--- src/hdl/pfla_pkg.sv ---
// ----------------------------------------------------------------------------
// pfla_pkg
// shared constants and request/result types of the paired free-list allocator
// ----------------------------------------------------------------------------
`default_nettype none

package pfla_pkg;

  localparam int unsigned LIGHT_SLOTS_DEF  = 256;
  localparam int unsigned SHADOW_SLOTS_DEF = 16;

  localparam logic [1:0] OP_CREATE     = 2'd0;
  localparam logic [1:0] OP_REMOVE     = 2'd1;
  localparam logic [1:0] OP_SET_SHADOW = 2'd2;

  localparam logic [1:0] STATUS_OK        = 2'd0;
  localparam logic [1:0] STATUS_NO_LIGHT  = 2'd1;
  localparam logic [1:0] STATUS_NO_SHADOW = 2'd2;
  localparam logic [1:0] STATUS_BAD_INDEX = 2'd3;

  typedef struct packed {
    logic [1:0] operation;
    logic [7:0] light_index;
    logic [2:0] cascade_count;
    logic       shadow_enable;
  } pfla_req_t;

  typedef struct packed {
    logic [7:0] handle;
    logic [3:0] shadow_slot;
    logic       shadow_held;
    logic [1:0] status;
    logic [8:0] lights_live;
    logic [4:0] shadows_live;
  } pfla_rsp_t;

endpackage

`default_nettype wire

--- src/hdl/pfla_if.sv ---
// ----------------------------------------------------------------------------
// pfla request and result channels
// valid/ready channels carrying the allocator payloads
// ----------------------------------------------------------------------------
`default_nettype none

interface pfla_req_if;
  logic                valid;
  logic                ready;
  pfla_pkg::pfla_req_t payload;

  modport source (output valid, output payload, input ready);
  modport sink   (input valid, input payload, output ready);
endinterface

interface pfla_rsp_if;
  logic                valid;
  logic                ready;
  pfla_pkg::pfla_rsp_t payload;

  modport source (output valid, output payload, input ready);
  modport sink   (input valid, input payload, output ready);
endinterface

`default_nettype wire

--- src/hdl/pfla_ram.sv ---
// ----------------------------------------------------------------------------
// pfla_ram
// generic single-write, single-read memory with registered read data
// ----------------------------------------------------------------------------
`default_nettype none

module pfla_ram #(
  parameter int unsigned WIDTH = 8,
  parameter int unsigned DEPTH = 16,
  localparam int unsigned AW = (DEPTH > 1) ? $clog2(DEPTH) : 1
) (
  input  wire logic             clk_i,
  input  wire logic             we_i,
  input  wire logic [AW-1:0]    waddr_i,
  input  wire logic [WIDTH-1:0] wdata_i,
  input  wire logic [AW-1:0]    raddr_i,
  output logic      [WIDTH-1:0] rdata_o
);

  logic [WIDTH-1:0] mem [DEPTH];
  logic [WIDTH-1:0] rdata_q;

  always_ff @(posedge clk_i) begin
    if (we_i) begin
      mem[waddr_i] <= wdata_i;
    end
    rdata_q <= mem[raddr_i];
  end

  assign rdata_o = rdata_q;

endmodule

`default_nettype wire

--- src/hdl/paired_free_list_handle_allocator_unit.sv ---
// ----------------------------------------------------------------------------
// paired_free_list_handle_allocator_unit
// light and shadow slot pools kept as linked free lists in two memories
// ----------------------------------------------------------------------------
//  channel  dir  handshake      payload
//  req_i    in   valid & ready  operation, light_index, cascade_count,
//                               shadow_enable
//  rsp_o    out  valid & ready  handle, shadow_slot, shadow_held, status,
//                               lights_live, shadows_live
//
//  each request passes a memory read (accepted in ST_IDLE), then a modify and
//  write-back state (ST_EXEC); the result register loads at the end of ST_EXEC
//  the next request is taken in the cycle after the result is loaded, also
//  while that result still waits, as long as it is taken in that cycle
//  reset takes effect at once; untouched slots are tracked by fill counts,
//  so no clearing pass runs
// ----------------------------------------------------------------------------
`default_nettype none

module paired_free_list_handle_allocator_unit #(
  parameter int unsigned LIGHT_SLOTS  = pfla_pkg::LIGHT_SLOTS_DEF,
  parameter int unsigned SHADOW_SLOTS = pfla_pkg::SHADOW_SLOTS_DEF
) (
  input  wire logic   clk_i,
  input  wire logic   rst_ni,
  pfla_req_if.sink    req_i,
  pfla_rsp_if.source  rsp_o
);

  import pfla_pkg::*;

  localparam int unsigned LW  = $clog2(LIGHT_SLOTS + 1);
  localparam int unsigned LA  = $clog2(LIGHT_SLOTS);
  localparam int unsigned SW  = $clog2(SHADOW_SLOTS + 1);
  localparam int unsigned SA  = (SHADOW_SLOTS > 1) ? $clog2(SHADOW_SLOTS) : 1;
  localparam int unsigned IW  = (LW > 8) ? LW : 8;
  localparam int unsigned LDW = 1 + SW + LW;

  typedef enum logic {ST_IDLE, ST_EXEC} state_e;

  typedef struct packed {
    logic          in_use;
    logic [SW-1:0] sref;
    logic [LW-1:0] link;
  } light_word_t;

  localparam logic [LW-1:0] LIGHT_END  = LW'(LIGHT_SLOTS);
  localparam logic [SW-1:0] SHADOW_END = SW'(SHADOW_SLOTS);

  state_e        state_q;
  logic          rsp_valid_q;
  pfla_req_t     req_q;
  logic [LA-1:0] laddr_q;
  pfla_rsp_t     rsp_q;
  pfla_rsp_t     rsp_d;

  logic [LW-1:0] light_head_q, light_head_d;
  logic [LW-1:0] light_fresh_q, light_fresh_d;
  logic [LW-1:0] light_total_q, light_total_d;
  logic [SW-1:0] shadow_head_q, shadow_head_d;
  logic [SW-1:0] shadow_fresh_q, shadow_fresh_d;
  logic [SW-1:0] shadow_total_q, shadow_total_d;

  logic          req_accept;
  logic [LA-1:0] light_raddr;
  logic [LDW-1:0] light_rdata;
  light_word_t   light_wword;
  logic          light_we;
  logic [SW-1:0] shadow_rdata;
  logic          shadow_we;
  logic [SA-1:0] shadow_waddr;
  logic [SW-1:0] shadow_wdata;

  assign req_i.ready = (state_q == ST_IDLE) && (!rsp_valid_q || rsp_o.ready);
  assign req_accept  = req_i.valid && req_i.ready;
  assign rsp_o.valid   = rsp_valid_q;
  assign rsp_o.payload = rsp_q;

  assign light_raddr = (req_i.payload.operation == OP_CREATE) ?
                       light_head_q[LA-1:0] : LA'(req_i.payload.light_index);

  pfla_ram #(
    .WIDTH (LDW),
    .DEPTH (LIGHT_SLOTS)
  ) u_light_ram (
    .clk_i   (clk_i),
    .we_i    (light_we),
    .waddr_i (laddr_q),
    .wdata_i (light_wword),
    .raddr_i (light_raddr),
    .rdata_o (light_rdata)
  );

  pfla_ram #(
    .WIDTH (SW),
    .DEPTH (SHADOW_SLOTS)
  ) u_shadow_ram (
    .clk_i   (clk_i),
    .we_i    (shadow_we),
    .waddr_i (shadow_waddr),
    .wdata_i (shadow_wdata),
    .raddr_i (shadow_head_q[SA-1:0]),
    .rdata_o (shadow_rdata)
  );

  always_comb begin
    light_word_t   lrd;
    logic          slot_free;
    logic          light_avail;
    logic          light_is_fresh;
    logic [LW-1:0] light_next;
    logic          shadow_avail;
    logic          shadow_is_fresh;
    logic [SW-1:0] shadow_next;
    logic          held;
    logic [SW-1:0] slot;

    lrd             = light_word_t'(light_rdata);
    slot_free       = (IW'(req_q.light_index) >= IW'(light_fresh_q)) || !lrd.in_use;
    light_avail     = light_head_q != LIGHT_END;
    light_is_fresh  = light_head_q == light_fresh_q;
    light_next      = light_is_fresh ? LW'(light_head_q + LW'(1)) : lrd.link;
    shadow_avail    = shadow_head_q != SHADOW_END;
    shadow_is_fresh = shadow_head_q == shadow_fresh_q;
    shadow_next     = shadow_is_fresh ? SW'(shadow_head_q + SW'(1)) : shadow_rdata;
    held            = 1'b0;
    slot            = SHADOW_END;

    light_head_d   = light_head_q;
    light_fresh_d  = light_fresh_q;
    light_total_d  = light_total_q;
    shadow_head_d  = shadow_head_q;
    shadow_fresh_d = shadow_fresh_q;
    shadow_total_d = shadow_total_q;

    light_we     = 1'b0;
    light_wword  = lrd;
    shadow_we    = 1'b0;
    shadow_waddr = lrd.sref[SA-1:0];
    shadow_wdata = shadow_head_q;

    rsp_d        = '0;
    rsp_d.handle = req_q.light_index;
    rsp_d.status = STATUS_OK;

    if (state_q == ST_EXEC) begin
      case (req_q.operation)
        OP_CREATE: begin
          rsp_d.handle = '0;
          if (!light_avail) begin
            rsp_d.status = STATUS_NO_LIGHT;
          end else begin
            rsp_d.handle  = 8'(light_head_q);
            light_head_d  = light_next;
            light_total_d = LW'(light_total_q + LW'(1));
            if (light_is_fresh) begin
              light_fresh_d = LW'(light_fresh_q + LW'(1));
            end
            if (req_q.cascade_count != 3'd0) begin
              if (shadow_avail) begin
                held           = 1'b1;
                slot           = shadow_head_q;
                shadow_head_d  = shadow_next;
                shadow_total_d = SW'(shadow_total_q + SW'(1));
                if (shadow_is_fresh) begin
                  shadow_fresh_d = SW'(shadow_fresh_q + SW'(1));
                end
              end else begin
                rsp_d.status = STATUS_NO_SHADOW;
              end
            end
            light_we           = 1'b1;
            light_wword.in_use = 1'b1;
            light_wword.sref   = slot;
          end
        end
        OP_REMOVE: begin
          if (slot_free) begin
            rsp_d.status = STATUS_BAD_INDEX;
          end else begin
            if (lrd.sref != SHADOW_END) begin
              shadow_we      = 1'b1;
              shadow_head_d  = lrd.sref;
              shadow_total_d = SW'(shadow_total_q - SW'(1));
            end
            light_we           = 1'b1;
            light_wword.in_use = 1'b0;
            light_wword.sref   = SHADOW_END;
            light_wword.link   = light_head_q;
            light_head_d       = LW'(req_q.light_index);
            light_total_d      = LW'(light_total_q - LW'(1));
          end
        end
        OP_SET_SHADOW: begin
          if (slot_free) begin
            rsp_d.status = STATUS_BAD_INDEX;
          end else if ((lrd.sref != SHADOW_END) == req_q.shadow_enable) begin
            held = req_q.shadow_enable;
            slot = lrd.sref;
          end else if (req_q.shadow_enable) begin
            if (shadow_avail) begin
              held             = 1'b1;
              slot             = shadow_head_q;
              shadow_head_d    = shadow_next;
              shadow_total_d   = SW'(shadow_total_q + SW'(1));
              if (shadow_is_fresh) begin
                shadow_fresh_d = SW'(shadow_fresh_q + SW'(1));
              end
              light_we         = 1'b1;
              light_wword.sref = shadow_head_q;
            end else begin
              rsp_d.status = STATUS_NO_SHADOW;
            end
          end else begin
            shadow_we        = 1'b1;
            shadow_head_d    = lrd.sref;
            shadow_total_d   = SW'(shadow_total_q - SW'(1));
            light_we         = 1'b1;
            light_wword.sref = SHADOW_END;
          end
        end
        default: begin
          rsp_d.status = STATUS_BAD_INDEX;
        end
      endcase
    end

    rsp_d.shadow_held  = held;
    rsp_d.shadow_slot  = held ? 4'(slot) : 4'd0;
    rsp_d.lights_live  = 9'(light_total_d);
    rsp_d.shadows_live = 5'(shadow_total_d);
  end

  always_ff @(posedge clk_i or negedge rst_ni) begin
    if (!rst_ni) begin
      state_q        <= ST_IDLE;
      rsp_valid_q    <= 1'b0;
      light_head_q   <= '0;
      light_fresh_q  <= '0;
      light_total_q  <= '0;
      shadow_head_q  <= '0;
      shadow_fresh_q <= '0;
      shadow_total_q <= '0;
    end else begin
      if (rsp_valid_q && rsp_o.ready) begin
        rsp_valid_q <= 1'b0;
      end
      unique case (state_q)
        ST_IDLE: begin
          if (req_accept) begin
            state_q <= ST_EXEC;
          end
        end
        ST_EXEC: begin
          state_q        <= ST_IDLE;
          rsp_valid_q    <= 1'b1;
          light_head_q   <= light_head_d;
          light_fresh_q  <= light_fresh_d;
          light_total_q  <= light_total_d;
          shadow_head_q  <= shadow_head_d;
          shadow_fresh_q <= shadow_fresh_d;
          shadow_total_q <= shadow_total_d;
        end
        default: begin
          state_q <= ST_IDLE;
        end
      endcase
    end
  end

  always_ff @(posedge clk_i) begin
    if (req_accept) begin
      req_q   <= req_i.payload;
      laddr_q <= light_raddr;
    end
    if (state_q == ST_EXEC) begin
      rsp_q <= rsp_d;
    end
  end

  a_accept_then_exec : assert property (@(posedge clk_i) disable iff (!rst_ni)
    req_accept |=> (state_q == ST_EXEC) && !rsp_valid_q)
    else $error("request accepted but no execute cycle followed");

  a_exec_loads_result : assert property (@(posedge clk_i) disable iff (!rst_ni)
    (state_q == ST_EXEC) |=> rsp_valid_q && (state_q == ST_IDLE))
    else $error("execute cycle did not load the result register");

  a_shadow_owned : assert property (@(posedge clk_i) disable iff (!rst_ni)
    IW'(shadow_total_q) <= IW'(light_total_q))
    else $error("more shadow slots live than light slots");

  a_light_fill : assert property (@(posedge clk_i) disable iff (!rst_ni)
    (light_total_q <= light_fresh_q) && (light_head_q <= light_fresh_q))
    else $error("light pool bookkeeping beyond fill count");

  a_shadow_fill : assert property (@(posedge clk_i) disable iff (!rst_ni)
    (shadow_total_q <= shadow_fresh_q) && (shadow_head_q <= shadow_fresh_q))
    else $error("shadow pool bookkeeping beyond fill count");

endmodule

`default_nettype wire

--- src/flat_wrapper.sv ---
// flat-port wrapper written by rule: the top's interface ports become plain ports
module paired_free_list_handle_allocator_unit_flat import pfla_pkg::*;
#(
  parameter int unsigned LIGHT_SLOTS  = pfla_pkg::LIGHT_SLOTS_DEF,
  parameter int unsigned SHADOW_SLOTS = pfla_pkg::SHADOW_SLOTS_DEF
)
  (clk_i, rst_ni, req_i_valid, req_i_payload, req_i_ready, rsp_o_valid, rsp_o_payload, rsp_o_ready);
  pfla_req_if req_i_i ();
  pfla_rsp_if rsp_o_i ();
  input  wire logic clk_i;
  input  wire logic rst_ni;
  input wire logic [$bits(req_i_i.valid)-1:0] req_i_valid;
  input wire logic [$bits(req_i_i.payload)-1:0] req_i_payload;
  output wire logic [$bits(req_i_i.ready)-1:0] req_i_ready;
  output wire logic [$bits(rsp_o_i.valid)-1:0] rsp_o_valid;
  output wire logic [$bits(rsp_o_i.payload)-1:0] rsp_o_payload;
  input wire logic [$bits(rsp_o_i.ready)-1:0] rsp_o_ready;
  assign req_i_i.valid = req_i_valid;
  assign req_i_i.payload = req_i_payload;
  assign req_i_ready = req_i_i.ready;
  assign rsp_o_valid = rsp_o_i.valid;
  assign rsp_o_payload = rsp_o_i.payload;
  assign rsp_o_i.ready = rsp_o_ready;
  paired_free_list_handle_allocator_unit #(.LIGHT_SLOTS(LIGHT_SLOTS), .SHADOW_SLOTS(SHADOW_SLOTS)) u_core (.clk_i(clk_i), .rst_ni(rst_ni), .req_i(req_i_i), .rsp_o(rsp_o_i));
endmodule
--- config.mk ---
export PLATFORM = sky130hd
export DESIGN_NAME = paired_free_list_handle_allocator_unit_flat
export DESIGN_NICKNAME = d
export VERILOG_FILES = /design/src/hdl/pfla_pkg.sv /design/src/hdl/pfla_if.sv /design/src/hdl/pfla_ram.sv /design/src/hdl/paired_free_list_handle_allocator_unit.sv /design/src/flat_wrapper.sv
export SDC_FILE = /design/constraint.sdc
export NUM_CORES = 2
export LEC_CHECK = 0
export BUFFER_PORTS_ARGS = -buffer_cell sky130_fd_sc_hd__buf_2
export CAP_MARGIN = 0
export CELL_PAD_IN_SITES_DETAIL_PLACEMENT = 1
export CELL_PAD_IN_SITES_GLOBAL_PLACEMENT = 2
export CORE_MARGIN = 1
export CORE_UTILIZATION = 44
export DETAILED_ROUTE_END_ITERATION = 6
export PLACE_DENSITY_LB_ADDON = 0.1
export SKIP_CTS_REPAIR_TIMING = 1
export SLEW_MARGIN = 40
export SYNTH_ARGS = -nofsm -noshare
export SYNTH_HDL_FRONTEND = slang
export SYNTH_SLANG_ARGS = --single-unit
--- constraint.sdc ---
create_clock -name clk_i -period 13.81 [get_ports clk_i]
set_input_delay 1.381 -clock clk_i [delete_from_list [all_inputs] [get_ports clk_i]]
set_output_delay 1.381 -clock clk_i [all_outputs]
set_load 0.02 [all_outputs]
==> results.md <==
- First-pass GRT wire length: just over 700000 um
- RSZ-0062 raised after global routing: no
- Nets: 9988
- HP Class: reg2reg
- Vias: slightly above 90000
- Initial antenna violation count: 34
- Cell count after synthesis: roughly 9600
- Cell mode on critical path: buf_4
- Number of synthesized register bits: 4035
- Setup ws final: roughly 7.6 ns
- Top-Level Pins: 49
- Vias in the first global route: between 90000 and 100k
- Most frequent cells in the layout: edfxtp_1, nand2_1, nand3_1
- Finished Layout Cells: 15060
- Routed wire per std cell: 33.56 um
- Top cell type by total area after synthesis: edfxtp_1
- Total leakage power: around 0.058 uW
- Bufs on Longest Clock Path: 4
- # DRC: 0
- Maximum VDD drop: roughly 0.14 mV
- Critical path fanouts, max: between 100 and 150
- Iter 0 DRT Violations: a little over 10000
- CP Capture Type: register
- Reg2reg start: u_core.light_head_q[0]$_DFFE_PN0P_
- Syn nets: roughly 9700
- Hold path depth: 1
- Post-synthesis sequential area ratio: between 70 and 80%
- Port Buffers: 48
- H-tree Lvls: 5
- Area Growth Syn to Fin: 13.69%
- CP bufs+invs: 5
- Synth top area cells: edfxtp_1, mux4_2, nand2_1, mux2i_1, nand3_1
- Detail Placement HPWL: between 200000 and 300000 um
- Min Clock Period, post-route: 6.250 ns
- Mean Syn Cell Area: about 16 um^2
- Die ar.: approximately 360000 um^2
- Chip width: roughly 600 um
- Crit-path leading delay family: buffers and inverters
- Core ar.: between 300000 and 400000 um^2
- Share of cells above drive strength 1: between 10% and 20%
- EDFF count, synth: 3971
- Power Density: ~180 nW/um^2
- Register Area: between 100000 and 150000 um^2
- Max Clk Rate: 160.0 MHz
- Period utilization: approximately 45%
- Grt ovf: 0
- Mapped cell area: approximately 160000 um^2
- Reg clk slew, reported paths: around 0.06 ns
- Routed WL: a little over 500000 um
- Via density: ~6.1
- Total Routing Usage GR: roughly 28%
- Final core occ: around half
- Placement Setup Slack: roughly 6.8 ns
- CP Launch Type: input pin
- Number of fill cells: roughly 33000
- Dpl cells: roughly 14000
- Final ANT Viol Nets: 0
- Multi-input logic area: between 30000 and 40000 um^2
- CP Data Required Time: between 10 and 15 ns
- Ys flop type: edfxtp_1
- Flop-to-flop setup slack: 7.66 ns
- Reg2Reg Depth: 12
- Initial Utilization: around 44%
- Worst slew margin: 18.64%
- Critical Path AT: approximately 7.1 ns
- Synthesis Warnings: 0
- Commonest non-fill, non-tap cell in the layout: edfxtp_1
- Slowest CP cell: buf_4
- Hold Path End: u_core.shadow_fresh_q[4]$_DFFE_PN0P_
- Root buf cell: clkbuf_16
- Max Slew Vio Count: 0
- DIE HEIGHT: ~600 um
- Largest net degree at the start of global routing: 175
- CTS Sinks: between 4000 and 5000
- Cts bufs inserted: roughly 430
- Final hold vios: 0
- Setup violators final: 0
- Slowest stage delay, CP: 0.75 ns
- Fraction of registers with async set/reset: approximately 1.1%
- Kind of critical path: in2reg
- Share of the synthesized area in the top cell type: ~75%
- Row cnt: ~220
- Worst Tran Pin Value: about 1.2 ns
- Skew-Pair Late Insertion Delay: roughly 0.98 ns
- CTS tree: yes
- Hold_sp: u_core.shadow_fresh_q[4]$_DFFE_PN0P_
- Clk_skew: ~0.045 ns
- Drt first pass iters: 7
- RR Endpoint: u_core.u_light_ram.rdata_o[2]$_DFF_P_
- Netlist cell types: 81
- Max_cap viols: 0
- CP Cell Sequence: buf_2 > or3b_1 > and2_4 > clkinv_16 > buf_4 > buf_4 > buf_4 > mux4_2 > a22o_1 > a21oi_1 > nand4_1 > nor3_1 > nor4_1
- Final Wtd Congestion: approximately 0.82
- Run status: finished clean
- Worst hold margin: 0.5000 ns
-- layout make-up --
cell class                      instances  share of cell area [%]
Sequential cell                      4035                   67.17
Multi-Input combinational cell       4938                   19.47
Clock buffer                          535                   6.274
Tap cell                             4751                   3.307
Timing Repair Buffer                  505                   2.459
Clock inverter                        247                   1.194
Inverter                               40                  0.1037
Antenna cell                           13                 0.01810
-- how the worst max path moves through the flow --
stage                                        startpoint                                endpoint  cells past startpoint  slack (ns)
CTS                                   req_i_payload[13]  u_core.u_light_ram.rdata_o[11]$_DFF_P_                     13        7.81
global route                          req_i_payload[13]   u_core.u_light_ram.rdata_o[2]$_DFF_P_                     13        7.49
detailed placement                    req_i_payload[13]  u_core.u_light_ram.rdata_o[11]$_DFF_P_                     13        6.78
global placement                      req_i_payload[13]  u_core.u_light_ram.rdata_o[13]$_DFF_P_                     11        5.54
finish                                req_i_payload[13]   u_core.u_light_ram.rdata_o[2]$_DFF_P_                     13        7.56
floorplan           u_core.light_fresh_q[0]$_DFFE_PN0P_  u_core.u_light_ram.mem[0][0]$_DFFE_PP_                      9       -0.67
-- metal layers --
layer,GRT usage [%],vias to the layer above,share of wire [%]
li1,-,38170,-
met1,40.73,49420,44
met2,42.84,3241,46
met3,4.232,596,7.0
met4,6.965,12,2.7
met5,0,-,0.016
-- logic make-up (layout without fill, tap and decap cells) --
family                   Yosys count  in the layout  share of synthesized area (%)
AO/OA/AOI/OAI                    984            984                          4.159
XOR/XNOR                          49             49                         0.2714
adder cells (fa/ha/maj)           23             23                         0.1820
buffers and inverters            636           1327                          2.338
flip-flops                      4035           4035                          76.36
multiplexers                     760            760                          8.137
other                              0             13                              0
AND/OR/NAND/NOR                 3122           3122                          8.553
-- sequential cells by signal, summed over array words and instances (netlist names), 5 cells and up --
signal                       count
u_core.u_light_ram.mem        3840
u_core.shadow_total_q            5
u_core.rsp_o.payload            29
u_core.light_total_q             9
u_core.shadow_head_q             5
u_core.u_shadow_ram.rdata_o      5
u_core.light_fresh_q             9
u_core.shadow_fresh_q            5
u_core.u_light_ram.rdata_o      15
u_core.req_q                    14
u_core.light_head_q              9
u_core.u_shadow_ram.mem         80
u_core.laddr_q                   8
-- cells in the mapped netlist, types with 55 or more instances --
cell type	instances
nand2_1	1784
a22o_1	55
buf_1	71
a22oi_1	92
nor2_1	302
buf_6	58
a32oi_1	102
o21ai_0	69
edfxtp_1	3971
a31oi_1	208
nand4_1	217
clkbuf_1	294
a21oi_1	251
nor3_1	123
buf_4	68
buf_2	69
mux2i_1	328
nand3_1	580
mux4_2	403
o22ai_1	73
-- stage by stage --
step | setup TNS (ns) | cell area (um^2) | power [uW]
after floorplan | -898.49 | 158100 | 19200
after global placement | 0 | 165200 | 21020
after detailed placement | 0 | 166100 | 21350
after CTS | 0 | 179500 | 32480
after global routing | 0 | 179700 | 33210
final | 0 | 179800 | 32310
-- report_power, final --
group          total (uW)  internal [uW]  switching [uW]
combinational        5600           1300            4300
clock               11200           6400            4800
sequential          15500          15300             246
total               32300          23000            9350
Power figures use the tool's default switching activity.
